[src/hw/rtl/spq_pkg.sv]
// Shared types and constants for the sorted priority queue.
// No dependencies; every other file of the block imports this package.
`timescale 1ns / 1ps

package spq_pkg;

	// Default sizing, used as the defaults of the top level parameters.
	localparam int CAPACITY_DEF = 16;
	localparam int ID_BITS_DEF  = 16;

	// Fixed field widths.
	localparam int OP_BITS     = 3;
	localparam int PRIO_BITS   = 7;
	localparam int STATUS_BITS = 2;

	// Operation codes carried in the request word.
	localparam logic [OP_BITS-1:0] OP_INSERT = 3'd0;
	localparam logic [OP_BITS-1:0] OP_POP    = 3'd1;
	localparam logic [OP_BITS-1:0] OP_PEEK   = 3'd2;
	localparam logic [OP_BITS-1:0] OP_CHANGE = 3'd3;
	localparam logic [OP_BITS-1:0] OP_FIND   = 3'd4;

	// Status codes carried in the response word.
	localparam logic [STATUS_BITS-1:0] STAT_OK       = 2'd0;
	localparam logic [STATUS_BITS-1:0] STAT_EMPTY    = 2'd1;
	localparam logic [STATUS_BITS-1:0] STAT_FULL     = 2'd2;
	localparam logic [STATUS_BITS-1:0] STAT_NOTFOUND = 2'd3;

	// Command broadcast to every cell of the chain.
	typedef enum logic [1:0] {
		CMD_HOLD,
		CMD_INSERT,
		CMD_POP,
		CMD_REMOVE
	} spq_cmd_t;

	// Control group broadcast from the sequencer to the cells.
	typedef struct packed {
		spq_cmd_t             cmd;
		logic [PRIO_BITS-1:0] prio;
	} spq_ctl_t;

endpackage

[src/hw/rtl/spq_ifs.sv]
// Valid/ready channel interfaces for the request and response words.
// Depends on spq_pkg for field widths.
`timescale 1ns / 1ps

interface spq_req_if
	import spq_pkg::*;
#(
	parameter int ID_BITS = ID_BITS_DEF
) ();
	logic                 valid;
	logic                 ready;
	logic [OP_BITS-1:0]   opcode;
	logic [ID_BITS-1:0]   item_id;
	logic [PRIO_BITS-1:0] priority_req;

	modport source (output valid, opcode, item_id, priority_req, input ready);
	modport sink   (input valid, opcode, item_id, priority_req, output ready);
endinterface

interface spq_rsp_if
	import spq_pkg::*;
#(
	parameter int ID_BITS  = ID_BITS_DEF,
	parameter int CNT_BITS = $clog2(CAPACITY_DEF + 1)
) ();
	logic                   valid;
	logic                   ready;
	logic [ID_BITS-1:0]     result_id;
	logic [PRIO_BITS-1:0]   result_priority;
	logic [STATUS_BITS-1:0] status;
	logic [CNT_BITS-1:0]    entry_count;

	modport source (output valid, result_id, result_priority, status, entry_count,
		input ready);
	modport sink   (input valid, result_id, result_priority, status, entry_count,
		output ready);
endinterface

[src/hw/rtl/spq_cell.sv]
// One slot of the sorted chain: holds an id and a priority and trades them
// with its neighbors under the broadcast command. Depends on spq_pkg.
`timescale 1ns / 1ps

module spq_cell
	import spq_pkg::*;
#(
	parameter int IDX      = 0,
	parameter int ID_BITS  = ID_BITS_DEF,
	parameter int CNT_BITS = $clog2(CAPACITY_DEF + 1)
) (
	input  logic                 clk,
	input  spq_ctl_t             ctl,
	input  logic [ID_BITS-1:0]   key_id,
	input  logic [CNT_BITS-1:0]  count,
	// Neighbor toward the head.
	input  logic [ID_BITS-1:0]   left_id,
	input  logic [PRIO_BITS-1:0] left_prio,
	input  logic                 left_ge,
	input  logic                 pre_hit_in,
	// Neighbor toward the tail.
	input  logic [ID_BITS-1:0]   right_id,
	input  logic [PRIO_BITS-1:0] right_prio,
	input  logic                 right_match,
	// Own state and flags.
	output logic [ID_BITS-1:0]   cur_id,
	output logic [PRIO_BITS-1:0] cur_prio,
	output logic                 ge,
	output logic                 match,
	output logic                 pre_hit_out,
	output logic [ID_BITS-1:0]   sel_id,
	output logic [PRIO_BITS-1:0] sel_prio
);

	localparam logic [CNT_BITS-1:0] IDX_C = CNT_BITS'(IDX);

	logic [ID_BITS-1:0]   id_q;
	logic [PRIO_BITS-1:0] prio_q;
	logic                 occupied;
	logic                 last_match;

	// Compare flags; only slots below the fill count take part.
	assign occupied    = IDX_C < count;
	assign ge          = occupied && (ctl.prio < prio_q);
	assign match       = occupied && (prio_q == ctl.prio);
	assign pre_hit_out = pre_hit_in || (occupied && (id_q == key_id));
	assign last_match  = match && !right_match;

	assign cur_id   = id_q;
	assign cur_prio = prio_q;
	assign sel_id   = last_match ? id_q : '0;
	assign sel_prio = last_match ? prio_q : '0;

	// Slot update: keep, take the new word, or shift from a neighbor.
	always_ff @(posedge clk) begin
		case (ctl.cmd)
			CMD_INSERT: begin
				if (!ge) begin
					if (left_ge) begin
						id_q   <= key_id;
						prio_q <= ctl.prio;
					end else begin
						id_q   <= left_id;
						prio_q <= left_prio;
					end
				end
			end
			CMD_POP: begin
				id_q   <= right_id;
				prio_q <= right_prio;
			end
			CMD_REMOVE: begin
				if (pre_hit_out) begin
					id_q   <= right_id;
					prio_q <= right_prio;
				end
			end
			default: begin
			end
		endcase
	end

endmodule

[src/hw/rtl/sorted_priority_queue.sv]
// Top level of the sorted priority queue: sequencer plus a chain of slots.
// Depends on spq_pkg, spq_ifs and spq_cell.
//
//   channel | dir | word fields
//   --------+-----+---------------------------------------------------
//   req     | in  | opcode, item_id, priority_req
//   rsp     | out | result_id, result_priority, status, entry_count
//
// Every operation is accepted, then makes one pass over the slot chain; a
// successful priority change makes two, a remove and then a re-insert.
// Reset clears the state, the fill count and the response valid flag;
// slot contents are not reset and are read only below the fill count.
// A response waiting in the output register does not block the next
// accept; the chain holds its pass until the output register is free.
`timescale 1ns / 1ps

module sorted_priority_queue
	import spq_pkg::*;
#(
	parameter int CAPACITY = CAPACITY_DEF,
	parameter int ID_BITS  = ID_BITS_DEF,
	parameter int CNT_BITS = $clog2(CAPACITY + 1)
) (
	input  logic     clk,
	input  logic     arst_n,
	spq_req_if.sink  req,
	spq_rsp_if.source rsp
);

	localparam logic [CNT_BITS-1:0] FULL_C = CNT_BITS'(CAPACITY);

	typedef enum logic [1:0] {
		S_IDLE,
		S_EXEC,
		S_REINS
	} state_t;

	state_t               state_q;
	logic [OP_BITS-1:0]   op_q;
	logic [ID_BITS-1:0]   id_q;
	logic [PRIO_BITS-1:0] prio_q;
	logic [CNT_BITS-1:0]  count_q;

	logic                   rsp_valid_q;
	logic [ID_BITS-1:0]     rsp_id_q;
	logic [PRIO_BITS-1:0]   rsp_prio_q;
	logic [STATUS_BITS-1:0] rsp_status_q;
	logic [CNT_BITS-1:0]    rsp_count_q;

	// Chain wiring.
	logic [ID_BITS-1:0]   cell_id   [CAPACITY];
	logic [PRIO_BITS-1:0] cell_prio [CAPACITY];
	logic                 cell_ge   [CAPACITY];
	logic                 cell_match[CAPACITY];
	logic                 cell_pre  [CAPACITY];
	logic [ID_BITS-1:0]   sel_id    [CAPACITY];
	logic [PRIO_BITS-1:0] sel_prio  [CAPACITY];

	spq_ctl_t             ctl;
	logic                 out_free;
	logic                 advance;
	logic                 wr_res;
	logic [ID_BITS-1:0]   res_id;
	logic [PRIO_BITS-1:0] res_prio;
	logic [STATUS_BITS-1:0] res_status;
	logic [CNT_BITS-1:0]  count_d;
	state_t               state_d;
	logic [ID_BITS-1:0]   find_id;
	logic [PRIO_BITS-1:0] find_prio;
	logic                 find_hit;

	assign req.ready = (state_q == S_IDLE);
	assign out_free  = !rsp_valid_q || rsp.ready;

	// Slot chain: each cell sees its two neighbors and the broadcast.
	for (genvar i = 0; i < CAPACITY; i++) begin : g_cell
		logic [ID_BITS-1:0]   l_id, r_id;
		logic [PRIO_BITS-1:0] l_prio, r_prio;
		logic                 l_ge, l_pre, r_match;

		if (i == 0) begin : g_head
			assign l_id   = '0;
			assign l_prio = '0;
			assign l_ge   = 1'b1;
			assign l_pre  = 1'b0;
		end else begin : g_mid_l
			assign l_id   = cell_id[i-1];
			assign l_prio = cell_prio[i-1];
			assign l_ge   = cell_ge[i-1];
			assign l_pre  = cell_pre[i-1];
		end

		if (i == CAPACITY - 1) begin : g_tail
			assign r_id    = '0;
			assign r_prio  = '0;
			assign r_match = 1'b0;
		end else begin : g_mid_r
			assign r_id    = cell_id[i+1];
			assign r_prio  = cell_prio[i+1];
			assign r_match = cell_match[i+1];
		end

		spq_cell #(
			.IDX      (i),
			.ID_BITS  (ID_BITS),
			.CNT_BITS (CNT_BITS)
		) u_cell (
			.clk         (clk),
			.ctl         (ctl),
			.key_id      (id_q),
			.count       (count_q),
			.left_id     (l_id),
			.left_prio   (l_prio),
			.left_ge     (l_ge),
			.pre_hit_in  (l_pre),
			.right_id    (r_id),
			.right_prio  (r_prio),
			.right_match (r_match),
			.cur_id      (cell_id[i]),
			.cur_prio    (cell_prio[i]),
			.ge          (cell_ge[i]),
			.match       (cell_match[i]),
			.pre_hit_out (cell_pre[i]),
			.sel_id      (sel_id[i]),
			.sel_prio    (sel_prio[i])
		);
	end

	// Gather the last priority match; at most one cell drives nonzero.
	always_comb begin
		find_id   = '0;
		find_prio = '0;
		find_hit  = 1'b0;
		for (int i = 0; i < CAPACITY; i++) begin
			find_id   = find_id | sel_id[i];
			find_prio = find_prio | sel_prio[i];
			find_hit  = find_hit | cell_match[i];
		end
	end

	// Sequencer: choose the chain command and the response word.
	always_comb begin
		ctl.cmd    = CMD_HOLD;
		ctl.prio   = prio_q;
		advance    = 1'b0;
		wr_res     = 1'b0;
		res_id     = '0;
		res_prio   = '0;
		res_status = STAT_OK;
		count_d    = count_q;
		state_d    = state_q;
		case (state_q)
			S_IDLE: begin
				if (req.valid) begin
					state_d = S_EXEC;
				end
			end
			S_EXEC: begin
				advance = out_free;
				wr_res  = 1'b1;
				state_d = S_IDLE;
				case (op_q)
					OP_INSERT: begin
						if (count_q == FULL_C) begin
							res_status = STAT_FULL;
						end else begin
							ctl.cmd = CMD_INSERT;
							count_d = count_q + 1'b1;
						end
					end
					OP_POP, OP_PEEK: begin
						if (count_q == '0) begin
							res_status = STAT_EMPTY;
						end else begin
							res_id   = cell_id[0];
							res_prio = cell_prio[0];
							if (op_q == OP_POP) begin
								ctl.cmd = CMD_POP;
								count_d = count_q - 1'b1;
							end
						end
					end
					OP_CHANGE: begin
						if (cell_pre[CAPACITY-1]) begin
							// Remove now, re-insert on the next pass.
							advance = 1'b1;
							wr_res  = 1'b0;
							ctl.cmd = CMD_REMOVE;
							count_d = count_q - 1'b1;
							state_d = S_REINS;
						end else begin
							res_status = STAT_NOTFOUND;
						end
					end
					OP_FIND: begin
						if (find_hit) begin
							res_id   = find_id;
							res_prio = find_prio;
						end else begin
							res_status = STAT_NOTFOUND;
						end
					end
					default: begin
					end
				endcase
			end
			S_REINS: begin
				advance = out_free;
				wr_res  = 1'b1;
				ctl.cmd = CMD_INSERT;
				count_d = count_q + 1'b1;
				state_d = S_IDLE;
			end
			default: begin
				state_d = S_IDLE;
			end
		endcase
		// A pass that cannot deliver its word waits and changes nothing.
		if (state_q != S_IDLE && !advance) begin
			ctl.cmd = CMD_HOLD;
			count_d = count_q;
			state_d = state_q;
			wr_res  = 1'b0;
		end
	end

	// Control state and the fill count.
	always_ff @(posedge clk or negedge arst_n) begin
		if (!arst_n) begin
			state_q     <= S_IDLE;
			count_q     <= '0;
			rsp_valid_q <= 1'b0;
		end else begin
			state_q <= state_d;
			count_q <= count_d;
			if (wr_res) begin
				rsp_valid_q <= 1'b1;
			end else if (rsp.ready) begin
				rsp_valid_q <= 1'b0;
			end
		end
	end

	// Request capture and response payload.
	always_ff @(posedge clk) begin
		if (req.valid && req.ready) begin
			op_q   <= req.opcode;
			id_q   <= req.item_id;
			prio_q <= req.priority_req;
		end
		if (wr_res) begin
			rsp_id_q     <= res_id;
			rsp_prio_q   <= res_prio;
			rsp_status_q <= res_status;
			rsp_count_q  <= count_d;
		end
	end

	assign rsp.valid           = rsp_valid_q;
	assign rsp.result_id       = rsp_id_q;
	assign rsp.result_priority = rsp_prio_q;
	assign rsp.status          = rsp_status_q;
	assign rsp.entry_count     = rsp_count_q;

endmodule

[src/flat_wrapper.sv]
// flat-port wrapper written by rule: the top's interface ports become plain ports
module sorted_priority_queue_flat import spq_pkg::*;
#(
	parameter int CAPACITY = CAPACITY_DEF,
	parameter int ID_BITS  = ID_BITS_DEF,
	parameter int CNT_BITS = $clog2(CAPACITY + 1)
)
  (clk, arst_n, req_valid, req_opcode, req_item_id, req_priority_req, req_ready, rsp_valid, rsp_result_id, rsp_result_priority, rsp_status, rsp_entry_count, rsp_ready);
  spq_req_if #(.ID_BITS(ID_BITS)) req_i ();
  spq_rsp_if #(.ID_BITS(ID_BITS), .CNT_BITS(CNT_BITS)) rsp_i ();
  input  logic clk;
  input  logic arst_n;
  input wire logic [$bits(req_i.valid)-1:0] req_valid;
  input wire logic [$bits(req_i.opcode)-1:0] req_opcode;
  input wire logic [$bits(req_i.item_id)-1:0] req_item_id;
  input wire logic [$bits(req_i.priority_req)-1:0] req_priority_req;
  output wire logic [$bits(req_i.ready)-1:0] req_ready;
  output wire logic [$bits(rsp_i.valid)-1:0] rsp_valid;
  output wire logic [$bits(rsp_i.result_id)-1:0] rsp_result_id;
  output wire logic [$bits(rsp_i.result_priority)-1:0] rsp_result_priority;
  output wire logic [$bits(rsp_i.status)-1:0] rsp_status;
  output wire logic [$bits(rsp_i.entry_count)-1:0] rsp_entry_count;
  input wire logic [$bits(rsp_i.ready)-1:0] rsp_ready;
  assign req_i.valid = req_valid;
  assign req_i.opcode = req_opcode;
  assign req_i.item_id = req_item_id;
  assign req_i.priority_req = req_priority_req;
  assign req_ready = req_i.ready;
  assign rsp_valid = rsp_i.valid;
  assign rsp_result_id = rsp_i.result_id;
  assign rsp_result_priority = rsp_i.result_priority;
  assign rsp_status = rsp_i.status;
  assign rsp_entry_count = rsp_i.entry_count;
  assign rsp_i.ready = rsp_ready;
  sorted_priority_queue #(.CAPACITY(CAPACITY), .ID_BITS(ID_BITS), .CNT_BITS(CNT_BITS)) u_core (.clk(clk), .arst_n(arst_n), .req(req_i), .rsp(rsp_i));
endmodule
[config.mk]
export PLATFORM = sky130hd
export DESIGN_NAME = sorted_priority_queue_flat
export DESIGN_NICKNAME = d
export VERILOG_FILES = /design/src/hw/rtl/spq_pkg.sv /design/src/hw/rtl/spq_ifs.sv /design/src/hw/rtl/spq_cell.sv /design/src/hw/rtl/sorted_priority_queue.sv /design/src/flat_wrapper.sv
export SDC_FILE = /design/constraint.sdc
export NUM_CORES = 1
export LEC_CHECK = 0
export BUFFER_PORTS_ARGS = -buffer_cell sky130_fd_sc_hd__buf_2
export CORE_MARGIN = 10
export CORE_UTILIZATION = 60
export DETAILED_ROUTE_END_ITERATION = 10
export PLACE_DENSITY = 0.78
export RECOVER_POWER = 50
export SLEW_MARGIN = 20
export SYNTH_ARGS = -nofsm -noshare
export SYNTH_HDL_FRONTEND = slang
export SYNTH_HIERARCHICAL = 1
export SYNTH_SLANG_ARGS = --single-unit
[constraint.sdc]
create_clock -name clk -period 12.2 [get_ports clk]
set_input_delay 0.61 -clock clk [delete_from_list [all_inputs] [get_ports clk]]
set_output_delay 0.61 -clock clk [all_outputs]
set_load 0.05 [all_outputs]
==> flow_summary.rst, run 1 <==
.. list-table::
   :header-rows: 1

   * - Metric
     - Value
   * - Worst-path cell with the longest stage delay
     - sky130_fd_sc_hd__clkbuf_1
   * - Proportion of layout cells with a drive suffix above 1
     - 10.1%
   * - Synth Instances
     - 3,331
   * - Total Die Area
     - 64,100 um^2
   * - Count of non-filler cells in the finished layout
     - 4,150
   * - Count of cell types in the netlist
     - 94
   * - Cell occurring most often along the worst timing path
     - sky130_fd_sc_hd__inv_1
   * - End point of the worst hold path
     - u_core/id_q[3]$_DFFE_PP_
   * - Share of synthesized registers carrying an async set or reset
     - 1.85%
   * - Width of the die
     - 253 um
   * - Share of the clock period used by the worst path
     - 81.8%
   * - Total CTS buffers
     - 51
   * - Outcome
     - finished with violations
   * - Net count reported at finish
     - 3,608
   * - Skew-Pair Late Insertion Delay
     - 630 ps
   * - Syn Area/Cell
     - 9.80 um^2
   * - Vias in the first global route
     - 26,000
   * - Hold/Removal Path Class
     - input pin to flop
   * - Area of the multi-input gates
     - 18,400 um^2
   * - Number of rows created at floorplan
     - 85
   * - Worst slew pin tran
     - 2010 ps
   * - Antenna diodes
     - 0
   * - Top-level port count
     - 62
   * - Total vias in the final route
     - 27,500
   * - Wire length of the first global-routing pass
     - 171,000 um
   * - Maximum buffer depth of the clock tree
     - 3
   * - Overall track demand over capacity in global routing
     - 35.7%
   * - Met3 routed WL
     - 15,500 um
   * - Critical R2R Launch
     - u_core/count_q[2]$_DFF_PN0_
   * - Top routing layer in use
     - met5
   * - Power density over the cells
     - 201 nW/um^2
   * - GPL Wtd Cong
     - 1.02
   * - Core box area
     - 53,800 um^2
   * - H-tree levels
     - 2
   * - Failing checks
     - capacitance limit, slew limit
   * - HPWL reported at the end of detailed placement
     - 84,700 um
   * - Sequential cell area
     - 12,900 um^2
   * - Cell count of the worst hold path
     - 1
   * - Routed met2 length
     - 47,500 um
   * - Overflow left after global routing
     - 0
   * - Setup CP Type
     - flop to flop
   * - Worst slew margin relative to its limit
     - -33.9%
   * - Area overhead of the layout relative to synthesis
     - 8.65%
   * - Clock tree sinks
     - 432
   * - Share of synthesized area occupied by flip-flops and latches
     - 39.6%
   * - Number of search-and-repair iterations in the first detailed-routing pass
     - 6
   * - Iteration-0 DRC count of the detailed router
     - 3,882
   * - Clock-pin slew on the worst setup and hold paths
     - 60 ps
   * - EDFF count, synth
     - 424
   * - Met1 Wirelength
     - 46,100 um
   * - Crit end category
     - flop
   * - Most used flip-flop cell after synthesis
     - sky130_fd_sc_hd__edfxtp_1
   * - Routed wire length per instance
     - 28.3 um
   * - DP Cell Count
     - 4,053
   * - Via-to-Cell Ratio
     - 6.62
   * - Cell Area, Synth
     - 32,600 um^2
   * - Worst supply voltage drop on vdd
     - 0.161 mV
   * - Cell at the root of the clock tree
     - sky130_fd_sc_hd__clkbuf_16
   * - Initial antenna violation count
     - 4
   * - Leakage power figure
     - 12.5 nW
   * - Register bit count reported by yosys
     - 432
   * - Clock Skew
     - 36.2 ps
   * - Die height
     - 253 um
   * - Pin count of the biggest net entering global routing
     - 49
   * - Post-Route Setup TNS
     - 0 ps
   * - Clock tree from TritonCTS
     - done
   * - Number of gates resized after cts
     - 0
   * - Hold violation total from the final report
     - 0
   * - Count of antenna-violating nets left after detailed routing
     - 0
   * - Number of setup violations in the final report
     - 0
   * - Worst reg2reg path endpoint
     - u_core/g_cell[4].u_cell/cur_id[12]$_DFFE_PP_
   * - Unrepaired setup endpoints after global routing
     - no
   * - Max Clock Freq
     - 100 MHz
   * - Initial cell density of the core
     - 60.7%
   * - Data arrival time of the worst path
     - 10,240 ps
   * - Critical path peak fanout
     - 48
   * - Syn. warnings
     - 6
   * - Max-slew violation count
     - 188
   * - Cells on worst reg2reg path
     - 44
   * - Number of maximum-capacitance violations
     - 4
   * - CP max stage delay
     - 1440 ps
   * - Element type at the critical path start
     - flop
   * - Start point of the worst min-delay path
     - req_item_id[3]
   * - Number of filler cells placed in the layout
     - 4,306
   * - Data required time of the worst path
     - 12,460 ps
   * - R2R Setup Slk
     - 2220 ps
   * - Total wire length after detailed routing
     - 117,000 um
   * - Port Buffer Count
     - 61
   * - DRC violation count after routing
     - 0
   * - Final Critical Period
     - 9980 ps
cell type report:
cell class | instances | area share, %
clock buffers | 58 | 3.73
well taps | 696 | 2.46
flip-flops and latches | 432 | 36.5
clock inverters | 36 | 0.991
multi-input cells | 2585 | 51.9
inverters | 198 | 2.10
repair buffers | 145 | 2.40
logic make-up after synthesis:
logic type	after synthesis	share of synthesized area, %
buffers and inverters	367	5.13
and+or+nand+nor	1186	20.6
DFF	432	39.6
AOI/OAI and AO/OA	549	9.93
muxes	371	11.4
other	2	0.0230
xor gates and xnor gates	259	6.95
adders and majority gates	165	6.32
synthesized netlist by cell type (7+ instances only):
cell type                  number  area share, %
sky130_fd_sc_hd__inv_1        196            2.3
sky130_fd_sc_hd__nand4_2        8           0.31
sky130_fd_sc_hd__and2_2        47            1.1
sky130_fd_sc_hd__nand4_1       66            1.3
sky130_fd_sc_hd__mux2i_1      368             11
sky130_fd_sc_hd__or2_2         10           0.19
sky130_fd_sc_hd__nor4_1       129            2.5
sky130_fd_sc_hd__a31oi_1       14           0.27
sky130_fd_sc_hd__xnor2_1      114            3.1
sky130_fd_sc_hd__o21ai_1       94            1.4
sky130_fd_sc_hd__a21o_1         8           0.18
sky130_fd_sc_hd__nand3_1       22           0.34
sky130_fd_sc_hd__dfrtp_1        8           0.61
sky130_fd_sc_hd__nor4_4        13           0.85
sky130_fd_sc_hd__o21ai_0      301            4.6
sky130_fd_sc_hd__nor3_1        33           0.51
sky130_fd_sc_hd__a21oi_1       39           0.60
sky130_fd_sc_hd__ha_1         165            6.3
sky130_fd_sc_hd__a22oi_1       24           0.55
sky130_fd_sc_hd__xor2_1       145            3.9
sky130_fd_sc_hd__nand2_1      406            4.7
sky130_fd_sc_hd__clkbuf_1      62           0.71
sky130_fd_sc_hd__or2_1          7           0.13
sky130_fd_sc_hd__buf_6         27           0.93
sky130_fd_sc_hd__o32ai_1        7           0.19
sky130_fd_sc_hd__nor4_2         7           0.27
sky130_fd_sc_hd__nor2b_1       24           0.46
sky130_fd_sc_hd__and2_1       270            5.2
sky130_fd_sc_hd__and2_4        41            1.1
sky130_fd_sc_hd__edfxtp_1     424             39
sky130_fd_sc_hd__nor2_1        63           0.72
sky130_fd_sc_hd__buf_2         71            1.1
what timing repair did:
action / CTS / global route
hold endpoints to repair: 8 / 0
hold buffers: 1 / 0
buffers inserted: 0 / 0
routing by layer:
| layer | global-route usage (%) | up-vias |
|---|---|---|
| met4 | 22.0 | 6 |
| met2 | 49.9 | 1953 |
| met5 | 0 | - |
| met3 | 9.53 | 376 |
| met1 | 48.4 | 13100 |
| li1 | - | 12000 |
worst max-delay path, delay by kind of cell, from the launching register on:
| kind | cells | cell delay, ps |
|---|---|---|
| buf+inv | 17 | 3290 |
| fa+ha+maj | 1 | 150 |
| flops | 1 | 740 |
| compound gates | 9 | 2700 |
| simple gates | 17 | 2700 |
report_power, final:
part           total, mW  switching [mW]  internal (mW)  leakage, nW
clock               1.57           0.660          0.907        0.826
combinational       2.87            1.88          0.999         7.68
sequential          2.69           0.469           2.23         3.98
total               7.14            3.01           4.13         12.5
worst max-delay path by stage:
stage | start | to | slack [ps] | cells past startpoint
final | u_core/count_q[2]$_DFF_PN0_ | u_core/g_cell[4].u_cell/cur_id[12]$_DFFE_PP_ | 2220 | 44
after global routing | u_core/count_q[2]$_DFF_PN0_ | u_core/g_cell[4].u_cell/cur_prio[3]$_DFFE_PP_ | 1590 | 44
after CTS | u_core/count_q[2]$_DFF_PN0_ | u_core/g_cell[6].u_cell/cur_prio[0]$_DFFE_PP_ | 3400 | 43
after detailed placement | u_core/count_q[2]$_DFF_PN0_ | u_core/g_cell[6].u_cell/cur_prio[0]$_DFFE_PP_ | 3430 | 43
after global placement | u_core/count_q[2]$_DFF_PN0_ | u_core/g_cell[13].u_cell/cur_id[11]$_DFFE_PP_ | 3570 | 44
after floorplan | u_core/id_q[9]$_DFFE_PP_ | u_core/g_cell[10].u_cell/cur_id[0]$_DFFE_PP_ | 3770 | 40
through the flow:
stage	power (mW)	utilization, %	hold WS (ps)	area, um^2	worst slack (ps)
global route	7.42	65.9	176	35500	1590
global placement	5.40	63.0	469	33900	3570
finish	7.14	65.9	186	35500	2220
detailed placement	5.52	63.1	470	33900	3430
CTS	7.07	66.2	165	35600	3400
floorplan	4.58	-	314	32800	3770
layout by cell type, fill, tap and decap left out, types with 61 or more instances in the layout:
cell                       instances
sky130_fd_sc_hd__and2_1          269
sky130_fd_sc_hd__buf_4            67
sky130_fd_sc_hd__edfxtp_1        424
sky130_fd_sc_hd__ha_1            165
sky130_fd_sc_hd__inv_1           196
sky130_fd_sc_hd__mux2i_1         368
sky130_fd_sc_hd__nand2_1         406
sky130_fd_sc_hd__nand4_1          66
sky130_fd_sc_hd__nor2_1           61
sky130_fd_sc_hd__nor4_1          124
sky130_fd_sc_hd__o21ai_0         365
sky130_fd_sc_hd__xnor2_1         114
sky130_fd_sc_hd__xor2_1          145
registers in the layout (all words and copies together), names as in the netlist:
register and count:
u_core/state_q 2, u_core/rsp.result_priority 7, u_core/rsp.result_id 16, u_core/prio_q 7, u_core/g_cell.u_cell/cur_prio 112, u_core/op_q 3, u_core/count_q 5, u_core/g_cell.u_cell/cur_id 256
u_core/rsp.status 2, u_core/rsp.valid 1, u_core/id_q 16, u_core/rsp.entry_count 5
Power figures use the tool's default switching activity.
==> run 2: changes to the inputs <==
CORE_UTILIZATION = 59   (was 60)
PLACE_DENSITY = 0.8   (was 0.78)
clock period = 8.6 ns   (was 12.2 ns; I/O delays follow)
==> flow_summary.rst, run 2 (synthesis results as in run 1) <==
.. list-table::
   :header-rows: 1

   * - Metric
     - Value
   * - Setup CP Type
     - flop to flop (unchanged)
   * - Count of antenna-violating nets left after detailed routing
     - 0 (unchanged)
   * - Flip-flop count of the largest register after layout
     - 256 (unchanged)
   * - Power density over the cells
     - 285 nW/um^2 (was 201 nW/um^2)
   * - Max Clock Freq
     - 124 MHz (was 100 MHz)
   * - Outcome
     - finished with violations (unchanged)
   * - Worst-path cell with the longest stage delay
     - sky130_fd_sc_hd__a221oi_2 (was sky130_fd_sc_hd__clkbuf_1)
   * - Skew-Pair Late Insertion Delay
     - 620 ps (was 630 ps)
   * - Number of maximum-capacitance violations
     - 3 (was 4)
   * - Total CTS buffers
     - 50 (was 51)
   * - Count of non-filler cells in the finished layout
     - 4,249 (was 4,150)
   * - Clock tree from TritonCTS
     - done (unchanged)
   * - Area overhead of the layout relative to synthesis
     - 10.7% (was 8.65%)
   * - Worst slew margin relative to its limit
     - -36.8% (was -33.9%)
   * - Post-CTS setup buffers
     - 0 (unchanged)
   * - Most common cell after layout, fill and taps aside
     - sky130_fd_sc_hd__edfxtp_1 (unchanged)
   * - Clock tree sinks
     - 432 (unchanged)
   * - Start point of the worst min-delay path
     - req_item_id[2] (was req_item_id[3])
   * - Final Util
     - 65.7% (was 65.9%)
   * - Via-to-Cell Ratio
     - 6.45 (was 6.62)
   * - Hold violation total from the final report
     - 0 (unchanged)
   * - Die height
     - 255 um (was 253 um)
   * - Hold Worst Slack
     - 62.9 ps (was 186 ps)
   * - Initial cell density of the core
     - 59.4% (was 60.7%)
   * - Post-route worst setup slack
     - 557 ps (was 2220 ps)
   * - HPWL reported at the end of detailed placement
     - 76,800 um (was 84,700 um)
   * - Critical path peak fanout
     - 17 (was 48)
   * - Unrepaired setup endpoints after global routing
     - no (unchanged)
   * - Clock Skew
     - 10.7 ps (was 36.2 ps)
   * - Total wire length after detailed routing
     - 107,000 um (was 117,000 um)
   * - Vias in the first global route
     - 25,800 (was 26,000)
   * - Width of the die
     - 255 um (was 253 um)
   * - Pin count of the biggest net entering global routing
     - 47 (was 49)
   * - Iteration-0 DRC count of the detailed router
     - 3,707 (was 3,882)
   * - H-tree levels
     - 2 (unchanged)
   * - Max-slew violation count
     - 80 (was 188)
   * - Number of search-and-repair iterations in the first detailed-routing pass
     - 8 (was 6)
   * - Clock-pin slew on the worst setup and hold paths
     - 60 ps (about the same)
   * - Leakage power figure
     - 12.8 nW (was 12.5 nW)
   * - Element type at the critical path start
     - flop (unchanged)
   * - Total Die Area
     - 65,100 um^2 (was 64,100 um^2)
   * - Net count reported at finish
     - 3,654 (was 3,608)
   * - Overflow left after global routing
     - 0 (unchanged)
   * - Cell occurring most often along the worst timing path
     - sky130_fd_sc_hd__inv_1 (unchanged)
   * - Critical R2R Launch
     - u_core/count_q[3]$_DFF_PN0_ (was u_core/count_q[2]$_DFF_PN0_)
   * - Highest-count cells in the layout ignoring fill and taps
     - 424 x sky130_fd_sc_hd__edfxtp_1, 406 x sky130_fd_sc_hd__nand2_1, 368 x sky130_fd_sc_hd__mux2i_1 (unchanged)
   * - Failing checks
     - capacitance limit, slew limit (unchanged)
   * - Overall track demand over capacity in global routing
     - 32.0% (was 35.7%)
   * - Share of the clock period used by the worst path
     - 93.5% (was 81.8%)
   * - Data required time of the worst path
     - 8890 ps (was 12,460 ps)
   * - Maximum buffer depth of the clock tree
     - 3 (unchanged)
   * - Core box area
     - 55,000 um^2 (was 53,800 um^2)
   * - Wire length of the first global-routing pass
     - 159,000 um (was 171,000 um)
   * - DP Cell Count
     - 4,132 (was 4,053)
   * - Post-detailed-placement cell area
     - 34,200 um^2 (was 33,900 um^2)
   * - Proportion of layout cells with a drive suffix above 1
     - 11.2% (was 10.1%)
   * - Data arrival time of the worst path
     - 8340 ps (was 10,240 ps)
   * - Cell at the root of the clock tree
     - sky130_fd_sc_hd__clkbuf_16 (unchanged)
   * - DRC violation count after routing
     - 0 (unchanged)
   * - Top-level port count
     - 62 (unchanged)
   * - GPL Wtd Cong
     - 0.987 (was 1.02)
   * - Number of rows created at floorplan
     - 86 (was 85)
   * - CP max stage delay
     - 620 ps (was 1440 ps)
   * - Design area
     - 36,100 um^2 (was 35,500 um^2)
   * - Post-Route Setup TNS
     - 0 ps (unchanged)
   * - Hold/Removal Path Class
     - input pin to flop (unchanged)
   * - Pwr Total
     - 10.3 mW (was 7.14 mW)
   * - Worst setup slack before clock tree synthesis
     - 429 ps (was 3430 ps)
   * - Port Buffer Count
     - 61 (unchanged)
   * - Area of the multi-input gates
     - 18,400 um^2 (about the same)
   * - Source of the critical timing path
     - u_core/count_q[3]$_DFF_PN0_ (was u_core/count_q[2]$_DFF_PN0_)
   * - Number of setup violations in the final report
     - 0 (unchanged)
   * - Total vias in the final route
     - 27,400 (was 27,500)
   * - Worst slew pin tran
     - 2050 ps (was 2010 ps)
   * - Routed wire length per instance
     - 25.1 um (was 28.3 um)
   * - Crit end category
     - flop (unchanged)
   * - Final Critical Period
     - 8040 ps (was 9980 ps)
   * - Initial antenna violation count
     - 3 (was 4)
   * - Worst supply voltage drop on vdd
     - 0.188 mV (was 0.161 mV)
   * - Number of filler cells placed in the layout
     - 4,318 (was 4,306)
   * - Sequential cell area
     - 12,900 um^2 (unchanged)
run 2: layout make-up:
| type | count | share of cell area, % |
|---|---|---|
| clock buffers | 57 | 3.54 |
| well taps | 748 | 2.59 |
| multi-input cells | 2585 | 51.1 |
| repair buffers | 192 | 3.59 |
| inverters | 198 | 2.06 |
| flip-flops and latches | 432 | 35.8 |
| diodes | 2 | 0.0139 |
| clock inverters | 35 | 1.35 |
run 2: worst max-delay path, delay by kind of cell (launching register included):
| family | cells | cell delay (ps) |
|---|---|---|
| fa+ha+maj | 1 | 280 |
| flops | 1 | 390 |
| compound gates | 9 | 2810 |
| simple gates | 17 | 2450 |
| buf+inv | 16 | 1790 |
run 2: routing by layer:
layer	GRT usage, %	wire [um]	vias to the layer above
met3	5.69	11300	369
met2	49.1	47600	1832
li1	-	-	12100
met1	42.1	41000	13100
met5	0	11	-
met4	18.9	6940	2
run 2: repair_timing:
item / CTS / global route
endpoints found under the hold margin: 29 / 0
gates resized for setup: 0 / 3
setup endpoints to repair: 0 / 336
hold buffers: 22 / 0
run 2: path summary, 6_finish.rpt:
path | end | slack [ps] | cells after the start
worst max-delay path | u_core/g_cell[10].u_cell/cur_id[13]$_DFFE_PP_ | 560 | 43
worst min-delay path | u_core/id_q[2]$_DFFE_PP_ | 60 | 1
worst max register to register | u_core/g_cell[10].u_cell/cur_id[13]$_DFFE_PP_ | 560 | 43
worst min register to register | u_core/rsp.valid$_DFFE_PN0P_ | 520 | 1
max in group asynchronous | u_core/count_q[4]$_DFF_PN0_ | 7860 | 2
min in group asynchronous | u_core/rsp.valid$_DFFE_PN0P_ | 320 | 2
run 2: report_power, final:
group | leakage [nW] | total, mW | internal [mW] | switching (mW)
sequential | 3.98 | 3.73 | 3.15 | 0.579
combinational | 7.95 | 4.21 | 1.48 | 2.73
clock | 0.866 | 2.36 | 1.43 | 0.936
total | 12.8 | 10.3 | 6.05 | 4.25
